### config.mk
export PLATFORM = sky130hd
export DESIGN_NAME = touch_tap_affine_mapper_unit
export DESIGN_NICKNAME = d
export VERILOG_FILES = /design/src/rtl/ttam_pkg.sv /design/src/rtl/touch_tap_affine_mapper_unit.sv /design/src/rtl/ttam_axis_clamp.sv
export SDC_FILE = /design/constraint.sdc
export NUM_CORES = 2
export LEC_CHECK = 0
export BUFFER_PORTS_ARGS = -buffer_cell sky130_fd_sc_hd__buf_4
export CAP_MARGIN = 10
export CELL_PAD_IN_SITES_DETAIL_PLACEMENT = 1
export CELL_PAD_IN_SITES_GLOBAL_PLACEMENT = 1
export CORE_MARGIN = 8
export CORE_UTILIZATION = 56
export DETAILED_ROUTE_END_ITERATION = 10
export PLACE_DENSITY = 0.95
export SETUP_SLACK_MARGIN = 0.5
export SYNTH_ARGS = -nofsm -noshare
export SYNTH_HDL_FRONTEND = slang
export SYNTH_SLANG_ARGS = --single-unit
### constraint.sdc
create_clock -name i_clk -period 12.5 [get_ports i_clk]
set_clock_uncertainty 0.1 [all_clocks]
set_input_delay 0.625 -clock i_clk [delete_from_list [all_inputs] [get_ports i_clk]]
set_output_delay 0.625 -clock i_clk [all_outputs]
set_load 0.005 [all_outputs]
### src/rtl/ttam_pkg.sv
// Shared constants and types for the touch tap affine mapper.
`timescale 1ns / 1ps
`default_nettype none

package ttam_pkg;

    localparam int DEF_PANEL_WIDTH  = 240;
    localparam int DEF_PANEL_HEIGHT = 320;
    localparam int DEF_CORNER_COUNT = 4;

    localparam int SAMPLE_W = 12;
    localparam int COEF_W   = 32;
    localparam int PRESS_W  = 13;
    localparam int FRAC_W   = 16;
    localparam int PROD_W   = COEF_W + SAMPLE_W + 1;
    localparam int ACC_W    = PROD_W + 2;
    localparam int PIX_W    = 12;

    localparam logic [PRESS_W-1:0] ADC_FULL = PRESS_W'(4095);

    localparam logic [COEF_W-1:0] Q_ONE = COEF_W'(65536);

    localparam logic [2:0] REG_COEF_A    = 3'd0;
    localparam logic [2:0] REG_COEF_B    = 3'd1;
    localparam logic [2:0] REG_COEF_C    = 3'd2;
    localparam logic [2:0] REG_COEF_D    = 3'd3;
    localparam logic [2:0] REG_COEF_E    = 3'd4;
    localparam logic [2:0] REG_COEF_F    = 3'd5;
    localparam logic [2:0] REG_THRESHOLD = 3'd6;
    localparam logic [2:0] REG_CAPTURE   = 3'd7;

    typedef enum logic [1:0] {
        EV_NONE   = 2'd0,
        EV_TAP    = 2'd1,
        EV_CORNER = 2'd2
    } t_event;

    typedef logic signed [PROD_W-1:0] t_prod;

endpackage

`default_nettype wire

### src/rtl/touch_tap_affine_mapper_unit.sv
// Top level of the touch tap affine mapper: sample pipeline, state and config registers.
// Pipeline: a sample word passes through the sample, product and result registers in turn.
// Throughput: one sample word per cycle while the output is taken; the four coefficient products sit in
// their own register stage ahead of the sum and clamp stage.
// Reset: synchronous, active low; coefficients return to identity, threshold and
// mode to zero, press history and corner count cleared, pipeline emptied.
`timescale 1ns / 1ps
`default_nettype none

module touch_tap_affine_mapper_unit #(
    parameter int PANEL_WIDTH  = ttam_pkg::DEF_PANEL_WIDTH,
    parameter int PANEL_HEIGHT = ttam_pkg::DEF_PANEL_HEIGHT,
    parameter int CORNER_COUNT = ttam_pkg::DEF_CORNER_COUNT
) (
    input  wire logic        i_clk,
    input  wire logic        i_rst_n,

    input  wire logic        i_cfg_we,
    input  wire logic [2:0]  i_cfg_idx,
    input  wire logic [31:0] i_cfg_data,

    input  wire logic        i_in_valid,
    output      logic        o_in_ready,
    input  wire logic [11:0] i_z1_sample,
    input  wire logic [11:0] i_z2_sample,
    input  wire logic [11:0] i_raw_x,
    input  wire logic [11:0] i_raw_y,

    output      logic        o_out_valid,
    input  wire logic        i_out_ready,
    output      logic [1:0]  o_event_kind,
    output      logic [7:0]  o_pixel_x,
    output      logic [8:0]  o_pixel_y,
    output      logic [1:0]  o_corner_index,
    output      logic [11:0] o_captured_x,
    output      logic [11:0] o_captured_y,
    output      logic        o_is_pressed,
    output      logic [12:0] o_pressure
);
    import ttam_pkg::*;

    localparam int CNT_W = $clog2(CORNER_COUNT + 1);

    // configuration
    logic signed [COEF_W-1:0] r_coef_a, r_coef_b, r_coef_c;
    logic signed [COEF_W-1:0] r_coef_d, r_coef_e, r_coef_f;
    logic [PRESS_W-1:0]       r_threshold;
    logic                     r_capture_mode;

    // block state
    logic                     r_pressed_before;
    logic [CNT_W-1:0]         r_corners;

    // sample stage
    logic                     r_s1_vld;
    logic [SAMPLE_W-1:0]      r_s1_z1, r_s1_z2, r_s1_rx, r_s1_ry;

    // product stage
    logic                     r_s2_vld;
    t_event                   r_s2_kind;
    logic [1:0]               r_s2_ci;
    logic [SAMPLE_W-1:0]      r_s2_cx, r_s2_cy;
    logic                     r_s2_pressed;
    logic [PRESS_W-1:0]       r_s2_pressure;
    t_prod                    r_s2_pax, r_s2_pby, r_s2_pdx, r_s2_pey;

    // result stage
    logic                     r_out_vld;
    t_event                   r_out_kind;
    logic [1:0]               r_out_ci;
    logic [SAMPLE_W-1:0]      r_out_cx, r_out_cy;
    logic                     r_out_pressed;
    logic [PRESS_W-1:0]       r_out_pressure;
    logic [PIX_W-1:0]         pix_x, pix_y;

    logic                     in_acc, s1_move, out_load;
    logic [PRESS_W-1:0]       pressure;
    logic                     pressed, press_edge, room;
    t_event                   n_kind;
    logic signed [SAMPLE_W:0] rx_s, ry_s;

    assign out_load   = r_s2_vld && (!r_out_vld || i_out_ready);
    assign s1_move    = r_s1_vld && (!r_s2_vld || out_load);
    assign o_in_ready = !r_s1_vld || s1_move;
    assign in_acc     = i_in_valid && o_in_ready;

    assign pressure   = PRESS_W'({1'b0, r_s1_z1}) + ADC_FULL - PRESS_W'({1'b0, r_s1_z2});
    assign pressed    = pressure > r_threshold;
    assign press_edge = pressed && !r_pressed_before;
    assign room       = r_corners < CNT_W'(CORNER_COUNT);
    assign rx_s       = $signed({1'b0, r_s1_rx});
    assign ry_s       = $signed({1'b0, r_s1_ry});

    always_comb begin
        priority if (!press_edge) begin
            n_kind = EV_NONE;
        end else if (!r_capture_mode) begin
            n_kind = EV_TAP;
        end else if (room) begin
            n_kind = EV_CORNER;
        end else begin
            n_kind = EV_NONE;
        end
    end

    always_ff @(posedge i_clk) begin
        if (!i_rst_n) begin
            r_coef_a       <= $signed(Q_ONE);
            r_coef_b       <= '0;
            r_coef_c       <= '0;
            r_coef_d       <= '0;
            r_coef_e       <= $signed(Q_ONE);
            r_coef_f       <= '0;
            r_threshold    <= '0;
            r_capture_mode <= 1'b0;
        end else if (i_cfg_we) begin
            unique case (i_cfg_idx)
                REG_COEF_A:    r_coef_a       <= $signed(i_cfg_data);
                REG_COEF_B:    r_coef_b       <= $signed(i_cfg_data);
                REG_COEF_C:    r_coef_c       <= $signed(i_cfg_data);
                REG_COEF_D:    r_coef_d       <= $signed(i_cfg_data);
                REG_COEF_E:    r_coef_e       <= $signed(i_cfg_data);
                REG_COEF_F:    r_coef_f       <= $signed(i_cfg_data);
                REG_THRESHOLD: r_threshold    <= i_cfg_data[PRESS_W-1:0];
                REG_CAPTURE:   r_capture_mode <= i_cfg_data[0];
                default: ;
            endcase
        end
    end

    // corner count restarts on every mode write
    always_ff @(posedge i_clk) begin
        if (!i_rst_n) begin
            r_pressed_before <= 1'b0;
            r_corners        <= '0;
        end else begin
            if (s1_move) begin
                r_pressed_before <= pressed;
            end
            if (i_cfg_we && i_cfg_idx == REG_CAPTURE) begin
                r_corners <= '0;
            end else if (s1_move && n_kind == EV_CORNER) begin
                r_corners <= r_corners + CNT_W'(1);
            end
        end
    end

    always_ff @(posedge i_clk) begin
        if (!i_rst_n) begin
            r_s1_vld  <= 1'b0;
            r_s2_vld  <= 1'b0;
            r_out_vld <= 1'b0;
        end else begin
            if (in_acc) begin
                r_s1_vld <= 1'b1;
            end else if (s1_move) begin
                r_s1_vld <= 1'b0;
            end
            if (s1_move) begin
                r_s2_vld <= 1'b1;
            end else if (out_load) begin
                r_s2_vld <= 1'b0;
            end
            if (out_load) begin
                r_out_vld <= 1'b1;
            end else if (i_out_ready) begin
                r_out_vld <= 1'b0;
            end
        end
    end

    always_ff @(posedge i_clk) begin
        if (in_acc) begin
            r_s1_z1 <= i_z1_sample;
            r_s1_z2 <= i_z2_sample;
            r_s1_rx <= i_raw_x;
            r_s1_ry <= i_raw_y;
        end
    end

    always_ff @(posedge i_clk) begin
        if (s1_move) begin
            r_s2_kind     <= n_kind;
            r_s2_ci       <= (n_kind == EV_CORNER) ? r_corners[1:0] : 2'd0;
            r_s2_cx       <= (n_kind == EV_CORNER) ? r_s1_rx : '0;
            r_s2_cy       <= (n_kind == EV_CORNER) ? r_s1_ry : '0;
            r_s2_pressed  <= pressed;
            r_s2_pressure <= pressure;
            r_s2_pax      <= PROD_W'(r_coef_a) * PROD_W'(rx_s);
            r_s2_pby      <= PROD_W'(r_coef_b) * PROD_W'(ry_s);
            r_s2_pdx      <= PROD_W'(r_coef_d) * PROD_W'(rx_s);
            r_s2_pey      <= PROD_W'(r_coef_e) * PROD_W'(ry_s);
        end
    end

    always_ff @(posedge i_clk) begin
        if (out_load) begin
            r_out_kind     <= r_s2_kind;
            r_out_ci       <= r_s2_ci;
            r_out_cx       <= r_s2_cx;
            r_out_cy       <= r_s2_cy;
            r_out_pressed  <= r_s2_pressed;
            r_out_pressure <= r_s2_pressure;
        end
    end

    ttam_axis_clamp #(
        .LIMIT (PANEL_WIDTH)
    ) u_axis_x (
        .i_clk    (i_clk),
        .i_load   (out_load),
        .i_tap    (r_s2_kind == EV_TAP),
        .i_prod_x (r_s2_pax),
        .i_prod_y (r_s2_pby),
        .i_offset (r_coef_c),
        .o_pixel  (pix_x)
    );

    ttam_axis_clamp #(
        .LIMIT (PANEL_HEIGHT)
    ) u_axis_y (
        .i_clk    (i_clk),
        .i_load   (out_load),
        .i_tap    (r_s2_kind == EV_TAP),
        .i_prod_x (r_s2_pdx),
        .i_prod_y (r_s2_pey),
        .i_offset (r_coef_f),
        .o_pixel  (pix_y)
    );

    assign o_out_valid    = r_out_vld;
    assign o_event_kind   = r_out_kind;
    assign o_pixel_x      = pix_x[7:0];
    assign o_pixel_y      = pix_y[8:0];
    assign o_corner_index = r_out_ci;
    assign o_captured_x   = r_out_cx;
    assign o_captured_y   = r_out_cy;
    assign o_is_pressed   = r_out_pressed;
    assign o_pressure     = r_out_pressure;

endmodule

`default_nettype wire

### src/rtl/ttam_axis_clamp.sv
// One mapped axis: sum of products and offset, truncation and clamp to the panel.
`timescale 1ns / 1ps
`default_nettype none

module ttam_axis_clamp #(
    parameter int LIMIT = ttam_pkg::DEF_PANEL_WIDTH
) (
    input  wire logic                    i_clk,
    input  wire logic                    i_load,
    input  wire logic                    i_tap,
    input  wire ttam_pkg::t_prod         i_prod_x,
    input  wire ttam_pkg::t_prod         i_prod_y,
    input  wire logic signed [31:0]      i_offset,
    output      logic [ttam_pkg::PIX_W-1:0] o_pixel
);
    import ttam_pkg::*;

    localparam int WHOLE_W = ACC_W - FRAC_W - 1;
    localparam logic [WHOLE_W-1:0] MAX_PIX = WHOLE_W'(LIMIT - 1);

    logic signed [ACC_W-1:0] acc;
    logic [WHOLE_W-1:0]      whole;
    logic [PIX_W-1:0]        r_pixel;
    logic [PIX_W-1:0]        n_pixel;

    assign acc   = ACC_W'(i_prod_x) + ACC_W'(i_prod_y) + ACC_W'(i_offset);
    assign whole = acc[ACC_W-2:FRAC_W];

    // non-taps and negative sums give zero; larger sums clamp to LIMIT-1
    always_comb begin
        if (!i_tap || acc[ACC_W-1]) begin
            n_pixel = '0;
        end else if (whole > MAX_PIX) begin
            n_pixel = MAX_PIX[PIX_W-1:0];
        end else begin
            n_pixel = whole[PIX_W-1:0];
        end
    end

    always_ff @(posedge i_clk) begin
        if (i_load) begin
            r_pixel <= n_pixel;
        end
    end

    assign o_pixel = r_pixel;

endmodule

`default_nettype wire
==> flow_metrics.env, run 1 <==
export IMPL_synth_seq_cells=542
export IMPL_cts_buffers_inserted=68
export IMPL_std_cell_rows=137
export IMPL_ys_dominant_reg_cell="edfxtp_1"
export IMPL_synth_nets=10500
export IMPL_synth_xor_area_share_pct=2.42
export IMPL_die_h_um=389
export IMPL_synth_cells=8482
export IMPL_finalWeightedCongestion=0.919
export IMPL_clk_path_buf_depth=3
export IMPL_synth_top_family_by_area="adder cells"
export IMPL_initial_core_util_pct=56.2
export IMPL_status="aborted with a tool error"
export IMPL_cts_sinks=542
export IMPL_muxShareOfSynthArea_pct=0.187
export IMPL_cts_repair_resized=0
export IMPL_clock_root_buffer="clkbuf_16"
export IMPL_synth_edf_count=329
export IMPL_dp_hpwl_um=219000
export IMPL_htree_levels=3
export IMPL_grt_max_degree=114
export IMPL_lastStage="5_1_grt"
export IMPL_antenna_found_initial=115
export IMPL_synthDistinctLibCells=73
export IMPL_synth_area_um2=78100
export IMPL_syn_area_per_cell_um2=9.21
export IMPL_error="[ERROR GRT-0232] Routing congestion too high. Check the congestion heatmap in the GUI."
export IMPL_synthArstFlopShare_pct=0
export IMPL_track_usage_pct=81.1
export IMPL_io_pins=149
export IMPL_synth_seq_area_share_pct=18.1
export IMPL_synth_fa_ha_area_share_pct=45.1
export IMPL_place_area_um2=80500
export IMPL_die_width_um=389
export IMPL_synthSimpleGateAreaFrac_pct=15.4
export IMPL_ys_warn_count=0
export IMPL_io_buffers=148
export IMPL_grt_overflow=372
export IMPL_synth_compound_area_share_pct=7.67
[routing by layer]
metal / track usage (%) / GRT overflow
met1: 77.5 / 25
met2: 89.8 / 127
met3: 78.5 / 49
met4: 78.8 / 167
met5: 66.5 / 4
[Yosys cell counts (32+ instances only)]
master	instances	area, µm²
o21a_1	37	278
nand2_1	1408	5290
ha_1	512	6410
a21oi_1	239	1200
xor2_1	57	499
a21boi_0	213	1600
and2_1	726	4540
nor2_1	134	503
a21o_1	116	871
nand2b_1	41	257
inv_1	1924	7220
fa_1	1441	28800
nand4_1	32	200
nor2b_1	35	219
o21ai_0	130	651
nand3_1	48	240
edfxtp_1	329	9880
clkbuf_1	378	1420
dfxtp_1	213	4260
nor3_1	36	180
xnor2_1	159	1390
[repair_timing]
item | 4_1_cts
hold buffers | 28
buffers inserted | 0
endpoints found under the hold margin | 28
[per-stage QoR]
stage          setup slack (ns)  util [%]  cells
2_1_floorplan              5.73         -   8482
3_3_place_gp               4.08      57.9  10200
3_5_place_dp               3.82      57.9  10200
4_1_cts                    3.47      59.8  10300
[logic make-up after synthesis]
kind of cell / Yosys count
muxes: 14
buffers and inverters: 2305
AOI/OAI and AO/OA: 913
adders and majority gates: 1953
and+or+nand+nor: 2539
DFF: 542
xor gates and xnor gates: 216
==> run 2, diff against run 1 <==
- CELL_PAD_IN_SITES_DETAIL_PLACEMENT: 1 -> default
- CELL_PAD_IN_SITES_GLOBAL_PLACEMENT: 1 -> default
- CORE_UTILIZATION: 56 -> 40
- PLACE_DENSITY: 0.95 -> default
- PLACE_DENSITY_LB_ADDON: default -> 0.15
- SETUP_SLACK_MARGIN: 0.5 -> default
==> flow_metrics.env, run 2 <==
export IMPL_synth_edf_count=329
export IMPL_tns_ns=0
export IMPL_worst_slew_pin_slew_ns=1.13
export IMPL_wl_per_cell_um=20.4
export IMPL_clk_pin_slew_ns=0.07
export IMPL_viasPerCell=5.02
export IMPL_die_width_um=458
export IMPL_required_ns=12.81
export IMPL_crit_top_cell="fa_1"
export IMPL_cts_sinks=542
export IMPL_dieArea_um2=210000
export IMPL_setup_viol=0
export IMPL_antenna_found_initial=13
export IMPL_syn2layout_area_growth_pct=7.86
export IMPL_clock_latency_ns=0.70
export IMPL_maxClockFrequency_mhz=121
export IMPL_yosysTopAreaCell="fa_1"
export IMPL_routed_wl_um=225000
export IMPL_place_area_um2=81400
export IMPL_yosys_top_cells_count="inv_1, fa_1, nand2_1, and2_1, ha_1"
export IMPL_crit_chain="buf_4 -> nand2_1 -> fa_1 -> inv_1 -> fa_1 -> fa_1 -> fa_1 -> inv_1 -> fa_1 -> inv_1 -> ha_1 -> a21o_1 -> a21o_1 -> a211oi_1 -> o21ai_0 -> a21oi_1 -> a211oi_1 -> o32ai_1 -> o21ai_0 -> a221o_1 -> a21o_1 -> a311oi_1 -> xnor2_1"
export IMPL_regArea_um2=14100
export IMPL_fp_coreArea_um2=194000
export IMPL_io_buffers=148
export IMPL_clock_root_buffer="clkbuf_16"
export IMPL_cts_tree="built"
export IMPL_cpMaxStageDelayCell="buf_4"
export IMPL_ys_dominant_reg_cell="edfxtp_1"
export IMPL_period_needed_ns=8.29
export IMPL_std_cell_rows=162
export IMPL_fin_crit_sh_pct=66.3
export IMPL_hold_path_class="input pin to flip-flop"
export IMPL_grt_overflow=0
export IMPL_synth_area_um2=78100
export IMPL_slew_headroom_pct=24.6
export IMPL_synth_most_common_cell="inv_1"
export IMPL_htree_levels=3
export IMPL_clk_path_buf_depth=3
export IMPL_initial_core_util_pct=40.2
export IMPL_critPathCaptureType="flip-flop"
export IMPL_status="finished clean"
export IMPL_synthArstFlopShare_pct=0
export IMPL_arrival_ns=8.60
export IMPL_firstDrtPassIters=5
export IMPL_synth_cells=8482
export IMPL_final_cell_area_um2=84200
export IMPL_grt_pass1_wl_um=355000
export IMPL_synth_seq_cells=542
export IMPL_vias=55300
export IMPL_track_usage_pct=21.8
export IMPL_maxCapViolCount=0
export IMPL_cts_buffers_inserted=72
export IMPL_p_leak_nw=40.6
export IMPL_grt_max_degree=132
export IMPL_synth_seq_area_share_pct=18.1
export IMPL_maxSlewViolCount=0
export IMPL_yosys_top_cells_area="fa_1, edfxtp_1, inv_1, ha_1, nand2_1"
export IMPL_rsz0062_at_grt="no"
export IMPL_post_cts_buffers=0
export IMPL_nFillCells=18900
export IMPL_synth_nets=10500
export IMPL_final_common_cell="inv_1"
export IMPL_final_antenna_net_count=0
export IMPL_final_cell_mix="inv_1, fa_1, nand2_1"
export IMPL_dp_hpwl_um=169000
export IMPL_drt_iter0_drc=3291
export IMPL_synthDistinctLibCells=73
export IMPL_finalHoldViolations=0
export IMPL_multi_input_area_um2=55300
export IMPL_fin_nets=10500
export IMPL_ys_warn_count=0
export IMPL_drc_errors=0
export IMPL_layout_drive_gt1_share_pct=4.17
export IMPL_die_h_um=458
export IMPL_ir_drop_mv=0.0783
export IMPL_yosysTopAreaCellShare_pct=36.9
export IMPL_critPathMaxFanout=53
export IMPL_finalWeightedCongestion=0.872
export IMPL_start_kind="flip-flop"
export IMPL_slowest_delay_ns=0.81
export IMPL_pwr_density_cell_nw_per_um2=74.4
export IMPL_io_pins=149
export IMPL_syn_area_per_cell_um2=9.21
export IMPL_critPathKind="flip-flop to flip-flop"
export IMPL_grt_pass1_vias=60100
-- run 2: cell counts after synthesis --
No cell type changed its count.
-- run 2: layout make-up --
cell class | instances | share of cell area [%]
Inverter | 1924 | 8.58
Clock buffer | 93 | 2.35
Clock inverter | 41 | 0.493
Timing Repair Buffer | 239 | 2.28
Sequential cell | 542 | 16.8
Tap cell | 2542 | 3.78
Antenna cell | 4 | 0.0119
Multi-Input combinational cell | 5635 | 65.7
-- run 2: what timing repair did --
| item | in CTS | in global routing |
|---|---|---|
| setup endpoints to repair | 0 | 0 |
| hold buffers | 43 | 0 |
| gates resized for setup | 0 | 0 |
| endpoints found under the hold margin | 43 | 0 |
-- run 2: layer usage --
metal / GRT usage, % / up-vias / routed length (µm)
met5: 0 / - / 0
met4: 8.39 / 0 / 9900
met3: 2.40 / 321 / 9320
met2: 37.8 / 1236 / 111000
met1: 27.9 / 28400 / 95100
li1: - / 25400 / -
-- run 2: worst paths after layout --
check,start,to,slack (ns),cells after the start
max reg2reg,r_s1_rx[8],r_s2_pdx[42],4.21,23
min reg2reg,r_s2_cx[6],o_captured_x[6],0.32,0
max,r_s1_rx[8],r_s2_pdx[42],4.21,23
min,i_raw_x[6],r_s1_rx[6],0.07,1
-- run 2: logic make-up after synthesis --
family	share of synthesized area, %
AND/OR/NAND/NOR	15.4
AO/OA/AOI/OAI	7.67
adder cells (fa/ha/maj)	45.1
flip-flops	18.1
XOR/XNOR	2.42
buffers and inverters	11.1
multiplexers	0.187
-- run 2: power breakdown --
part | internal, mW | leakage (nW) | switching, mW | total, mW
Sequential | 2.03 | 4.85 | 0.121 | 2.15
Clock | 1.22 | 1.15 | 0.922 | 2.14
Combinational | 0.727 | 34.6 | 1.24 | 1.97
Total | 3.98 | 40.6 | 2.28 | 6.26
-- run 2: worst max-delay path, delay by kind of cell (launching register included) --
| family | cells | cell delay [ns] |
|---|---|---|
| xor+xnor | 1 | 0.11 |
| flops | 1 | 0.71 |
| buf+inv | 4 | 0.96 |
| compound gates | 11 | 3.03 |
| simple gates | 1 | 0.18 |
| fa+ha+maj | 6 | 2.86 |
-- run 2: metrics by stage --
stage,worst slack (ns),util [%],hold slack (ns),power (mW),instances
floorplan,5.73,-,0.300,3.49,8482
CTS,4.23,43.3,0.000248,6.36,11000
detailed placement,4.27,41.9,0.305,4.15,10800
finish,4.21,43.3,0.0713,6.26,11000
global placement,4.47,41.9,0.301,4.13,10800
global route,3.68,43.3,0.0318,6.65,11000
Power figures use the tool's default switching activity.
